**src/qfa_pkg.sv**
```systemverilog
// Package for the Q24.8 fixed-point ALU: opcodes, payload structs and defaults.
package qfa_pkg;

   localparam int FRAC_BITS_DEF  = 8;
   localparam int DATA_WIDTH_DEF = 32;
   localparam int PORT_WIDTH     = 32;

   localparam logic [3:0] OP_ADD      = 4'd0;
   localparam logic [3:0] OP_SUB      = 4'd1;
   localparam logic [3:0] OP_MUL      = 4'd2;
   localparam logic [3:0] OP_DIV      = 4'd3;
   localparam logic [3:0] OP_GT       = 4'd4;
   localparam logic [3:0] OP_LT       = 4'd5;
   localparam logic [3:0] OP_GE       = 4'd6;
   localparam logic [3:0] OP_LE       = 4'd7;
   localparam logic [3:0] OP_EQ       = 4'd8;
   localparam logic [3:0] OP_NE       = 4'd9;
   localparam logic [3:0] OP_MIN      = 4'd10;
   localparam logic [3:0] OP_MAX      = 4'd11;
   localparam logic [3:0] OP_INC      = 4'd12;
   localparam logic [3:0] OP_DEC      = 4'd13;
   localparam logic [3:0] OP_TO_INT   = 4'd14;
   localparam logic [3:0] OP_FROM_INT = 4'd15;

   typedef struct packed {
      logic [3:0]               mode;
      logic signed [PORT_WIDTH-1:0] operand_a;
      logic signed [PORT_WIDTH-1:0] operand_b;
   } req_type;

   typedef struct packed {
      logic signed [PORT_WIDTH-1:0] result_value;
      logic                         compare_true;
      logic                         divide_by_zero;
   } rsp_type;

   // Side data that rides along the divider stages.
   typedef struct packed {
      logic signed [PORT_WIDTH-1:0] res_value;
      logic                         compare_true;
      logic                         divide_by_zero;
      logic                         neg;
      logic                         is_mul;
      logic                         is_div;
   } side_type;

endpackage

```
**src/qfa_div_step.sv**
```systemverilog
// One restoring-division stage: one quotient bit, registered.
module qfa_div_step #(
   parameter int DATA_WIDTH = qfa_pkg::DATA_WIDTH_DEF,
   parameter int QW         = DATA_WIDTH + qfa_pkg::FRAC_BITS_DEF
) (
   input  logic                  clock,
   input  logic                  reset,
   input  logic                  in_valid,
   input  qfa_pkg::side_type     in_side,
   input  logic [DATA_WIDTH-1:0] in_rem,
   input  logic [QW-1:0]         in_dq,
   input  logic [DATA_WIDTH-1:0] in_d,
   output logic                  valid_ff,
   output qfa_pkg::side_type     side_ff,
   output logic [DATA_WIDTH-1:0] rem_ff,
   output logic [QW-1:0]         dq_ff,
   output logic [DATA_WIDTH-1:0] d_ff
);

   logic [DATA_WIDTH:0] trial, diff;
   logic                ge;

   assign trial = {in_rem, in_dq[QW-1]};
   assign diff  = trial - {1'b0, in_d};
   assign ge    = (trial >= {1'b0, in_d});

   always_ff @(posedge clock) begin
      if (reset) begin
         valid_ff <= 1'b0;
      end else begin
         valid_ff <= in_valid;
      end
      side_ff <= in_side;
      rem_ff  <= ge ? diff[DATA_WIDTH-1:0] : trial[DATA_WIDTH-1:0];
      dq_ff   <= {in_dq[QW-2:0], ge};
      d_ff    <= in_d;
   end

endmodule

```
**config.mk**
```make
export PLATFORM = sky130hd
export DESIGN_NAME = qfa_div_step
export DESIGN_NICKNAME = d
export VERILOG_FILES = /design/src/qfa_pkg.sv /design/src/qfa_div_step.sv
export SDC_FILE = /design/constraint.sdc
export NUM_CORES = 1
export LEC_CHECK = 0
export ABC_AREA = 1
export CORE_AREA = 2 2 111 113
export CTS_CLUSTER_SIZE = 28
export DETAILED_ROUTE_END_ITERATION = 7
export DIE_AREA = 0 0 113 115
export DONT_BUFFER_PORTS = 1
export PLACE_DENSITY = 0.75
export SETUP_SLACK_MARGIN = 0.05
export SLEW_MARGIN = 40
export SYNTH_ARGS = -nofsm -noshare
export SYNTH_HDL_FRONTEND = slang
export SYNTH_SLANG_ARGS = --single-unit
```
**constraint.sdc**
```tcl
create_clock -name clock -period 1.7 [get_ports clock]
set_input_delay 0 -clock clock [delete_from_list [all_inputs] [get_ports clock]]
set_output_delay 0 -clock clock [all_outputs]
set_load 0.005 [all_outputs]
```
Word level (Yosys, flattened, before mapping)
Index checks and enable logic that the tools add are counted.
{ "totals": {"register_bits": 142, "inputBits": 144, "output_inout_bits": 142, "word_cells": 13} }
{ "op_classes": {"n_addsub": 1, "n_lt_le_gt_ge": 1, "muxes": 1} }
{ "op_table": {"columns": ["cell", "n"], "rows": [
  ["$ge A33 B32 Y1", 1],
  ["$mux W32", 1],
  ["$sub A32 B32 Y32", 1]
]} }

Depth between registers and ports, before layout
{ "logic_depth": {"ltp_word": 2, "depth_mapped": 16, "ltp_nobuf": 14} }

Least setup slack after synthesis
OpenSTA, ideal clock, no wires.
{ "synth_path": {"kind": "input -> register", "startpoint": "input in_dq[39]", "endpoint": "register rem_ff[16]", "setup_ns": 0.112, "arrival_time_ns": 1.360, "required_time_ns": 1.588, "slack_ns": 0.228, "stages": 13, "path_buffers": 0, "path_cell_list": "inv_1 > ha_1 > fa_1 > inv_1 > nand3_1 > nand3_1 > nand2_1 > nand3_1 > nand3_1 > nand2_1 > nand2_1 > nand3_2 > nand2_1"} }
{ "synth_between": {"elab_chain_cells": 2, "elab_cells_between_ends": 3, "classes_between": "add/sub (1); order compare (1); mux (1)"} }
{ "synth_lines": {"columns": ["element", "line", "text"], "rows": [
  ["start: declaration", "qfa_div_step.sv:11", "input logic [QW-1:0] in_dq,"],
  ["$sub A32 B32 Y32 / $ge A33 B32 Y1 (equally long branches)", "qfa_div_step.sv:24, qfa_div_step.sv:25", null],
  ["$mux W32 *", "qfa_div_step.sv:34", "rem_ff <= ge ? diff[DATA_WIDTH-1:0] : trial[DATA_WIDTH-1:0];"],
  ["end signal: assignment", "qfa_div_step.sv:34", null],
  ["end: declaration", "qfa_div_step.sv:15", "output logic [DATA_WIDTH-1:0] rem_ff,"]
]} }
Every way passes the cells marked *; elsewhere a longest branch is shown, timed or not.
A chain may end at the register's enable or synchronous reset.

Worst setup path in the final report
{ "layout_path": {"startpoint": "input in_dq[39]", "endpoint": "register rem_ff[28]"} }
The elaborated chain is that of the path after synthesis.

==> summary.txt <==
Logic synthesis
  • Syn Inst Count: between 700 and 800
  • Synth top area cells: dfxtp_1, nand2_1, inv_1
  • Cell with the most instances after synthesis: nand2_1
  • Top-area cell type share of the netlist area: 47.03%
  • Ys async rst share: 0%
  • Unique masters post-synth: 29
  • Register area share after synthesis: between 40 and 50%
  • Synthesized area per cell: about 7.6 sq um
  • Yosys warning count: 0
  • Largest area contributor in the netlist: dfxtp_1
  • Leading cell types by count after synthesis: nand2_1, inv_1, dfxtp_1
  • Main synth FF type: dfxtp_1
  • Net Count, Synth: slightly below 1k
  • Syn Std Cell Area: roughly 6000 sq um
  • Synth Register Bits: approximately 140
  • Number of enable flip-flop cells after synthesis: 0

GRT
  • All-Layer GR Usage: a little under 30%
  • Initial antenna violation count: 1
  • First-pass GRT wire length: between 20 and 30 mm
  • Largest net degree at the start of global routing: 21
  • Vias in the first global route: around 5.7k
  • Grt total ovfl: 0

Worst setup path
  • CP Launch Type: primary input
  • Data required time of the worst path: approximately 2 ns
  • CP Class: primary input to flip-flop
  • Critical-path maximum fanout: 3
  • CP dominant cell by count: nand2_1
  • Slowest-stage cell, CP: fa_1
  • Worst Setup End Kind: flip-flop
  • WP buf/inv: 2
  • Critical Path Max Stage Delay: 0.39 ns
  • CP delay by family, top: simple AND/OR/NAND/NOR gates
  • WP data arrival: ~1.7 ns
  • Critical path cell sequence: inv_1 > ha_1 > fa_1 > inv_1 > nand3_1 > nand3_1 > nand3_1 > nand2_1 > nand2_1 > nand2_1 > nand2_1 > nand3_2 > nand2_1

Timing
  • Final worst-path cycle share: 79.00%
  • Final Hold Vio Count: 8
  • Sum Neg Setup Slack: 0 ns
  • Slew headroom: between 70 and 80%
  • Slew @ Worst Pin: about 0.35 ns
  • RSZ-0062 raised after global routing: no
  • Max Fclk: 0.7446 GHz
  • Hold Slack: -0.2860 ns
  • Min cycle time layout: ~1.3 ns
  • Max Slew Vio Count: 0
  • Setup violators final: 0

Routing
  • Initial DRC count: 407
  • Vias per cell: between 4 and 5
  • Wire per inst: about 17 um
  • Post-route DRC violation count: 19
  • ANT nets after route: 0
  • Drt first pass iters: 8
  • Routed via count: around 5.7k
  • Final wirelength: around 19 mm

Outcome
  • Status: finished with violations
  • Failing checks: design-rule violations, negative hold slack

Floorplanning
  • DIE AREA: 13000 sq um
  • Die H: approximately 120 um
  • CORE AREA: between 10000 and 15000 sq um
  • Die width: roughly 110 um
  • Std-Cell Rows: 40
  • # IOs: roughly 290
  • Starting density of the core: 51.18%

Min path
  • HP Start: in_rem[25]
  • Worst Hold Depth: 2
  • Hold EP: rem_ff[26]$_DFF_P_
  • Hold crit path type: primary input to flip-flop

Power and ir drop
  • Max VDD drop: around 0.64 mV
  • LEAKAGE: ~4.5 nW
  • P per Cell Area: 1073 nW/um^2

Clock network
  • Max Buffers Root-to-Sink: 2
  • Num CTS Buffers: 17
  • Clk slew on worst S/H paths: 0.07 ns
  • CTS tree: built
  • Root buf cell: clkbuf_16
  • H-tree level count: 4
  • Gates resized, CTS repair: 0
  • Clock Sinks: 142
  • Postcts setup bufs: 0

Layout
  • Multi-input logic area: between 2000 and 3000 sq um
  • Fin nets: approximately 1.2k
  • Layout cells sized above 1: approximately a tenth
  • Core Util, Final: slightly above 70%
  • Fillers: approximately 880
  • Layout overhead on the synthesized area: 41.71%
  • Finished Layout Cells: about 1.1k
  • Register area: 2843 sq um

Placed design
  • DP Cell Count: slightly below 1k
  • Port bufs: 0
  • Global placement routability congestion: about 0.94
  • Hpwl dp: 12.70 mm

Job
  • Maxcap violations: 0
-- registers in the layout, summed over array words and instances (netlist names) --
| name | flops |
|---|---|
| d_ff | 32 |
| dq_ff | 40 |
| rem_ff | 32 |
| side_ff | 37 |
| valid_ff | 1 |
-- how the worst max path moves through the flow --
stage	start	endpoint	slack, ns	cells past startpoint
3_3_place_gp	in_dq[39]	rem_ff[28]$_DFF_P_	-0.06	13
6_report	in_dq[39]	rem_ff[28]$_DFF_P_	0.36	13
3_5_place_dp	in_dq[39]	rem_ff[16]$_DFF_P_	-0.08	13
2_1_floorplan	in_dq[39]	rem_ff[16]$_DFF_P_	0.23	13
5_1_grt	in_d[14]	rem_ff[11]$_DFF_P_	0.21	12
4_1_cts	in_dq[39]	rem_ff[28]$_DFF_P_	0.38	13
-- cell type report --
| type | instances | area share, % |
|---|---|---|
| Sequential cell | 142 | 33.19 |
| Inverter | 153 | 6.705 |
| Timing Repair Buffer | 179 | 21.06 |
| Tap cell | 147 | 2.147 |
| Antenna cell | 1 | 0.02921 |
| Multi-Input combinational cell | 491 | 29.73 |
| Clock inverter | 14 | 2.016 |
| Clock buffer | 18 | 5.127 |
-- layer usage --
metal	up-vias	track usage [%]	wire length [um]
li1	2783	-	-
met1	2556	32.72	7401
met2	279	52.50	9869
met3	51	8.276	1492
met4	0	13.01	723
met5	-	0	0
-- kinds of logic after synthesis --
kind of cell,after synthesis,share of synthesized area (%)
AO/OA/AOI/OAI,24,2.029
adder cells (fa/ha/maj),33,6.955
buffers and inverters,163,10.85
AND/OR/NAND/NOR,420,31.11
XOR/XNOR,14,2.029
flip-flops,142,47.03
-- cell usage in the layout (no fill, tap or decap), types with 2 or more instances in the layout --
master	count
a21oi_1	21
and2_1	8
buf_12	8
buf_4	27
bufinv_16	2
clkbuf_16	17
clkinv_4	3
clkinvlp_4	2
dfxtp_1	142
dlygate4sd3_1	144
ha_1	32
inv_1	150
inv_2	3
inv_6	5
nand2_1	276
nand2_2	4
nand3_1	52
nand3_2	16
nand3b_1	10
nand4_1	2
nor2_1	35
nor2_2	5
nor3_1	6
nor3_2	2
o21ai_0	2
xor2_1	13
-- power by group --
part           internal [mW]  switching, mW  total (mW)
Combinational          0.723          0.837        1.56
Sequential              3.63          0.182        3.81
Clock                   2.25           1.57        3.83
-- stage by stage --
step,worst slack (ns),power (mW),area [sq um]
2_1_floorplan,0.2277,4.690,6045
3_3_place_gp,-0.06352,5.097,6510
3_5_place_dp,-0.08254,5.108,6510
4_1_cts,0.3842,9.120,8363
5_1_grt,0.2090,9.571,8566
6_report,0.3570,9.194,8566
-- repair_timing --
action,4_1_cts,5_1_grt
setup endpoints to repair,0,0
hold endpoints to repair,141,20
hold buffers,124,20
No activity file was read; power rests on OpenSTA's default activity.
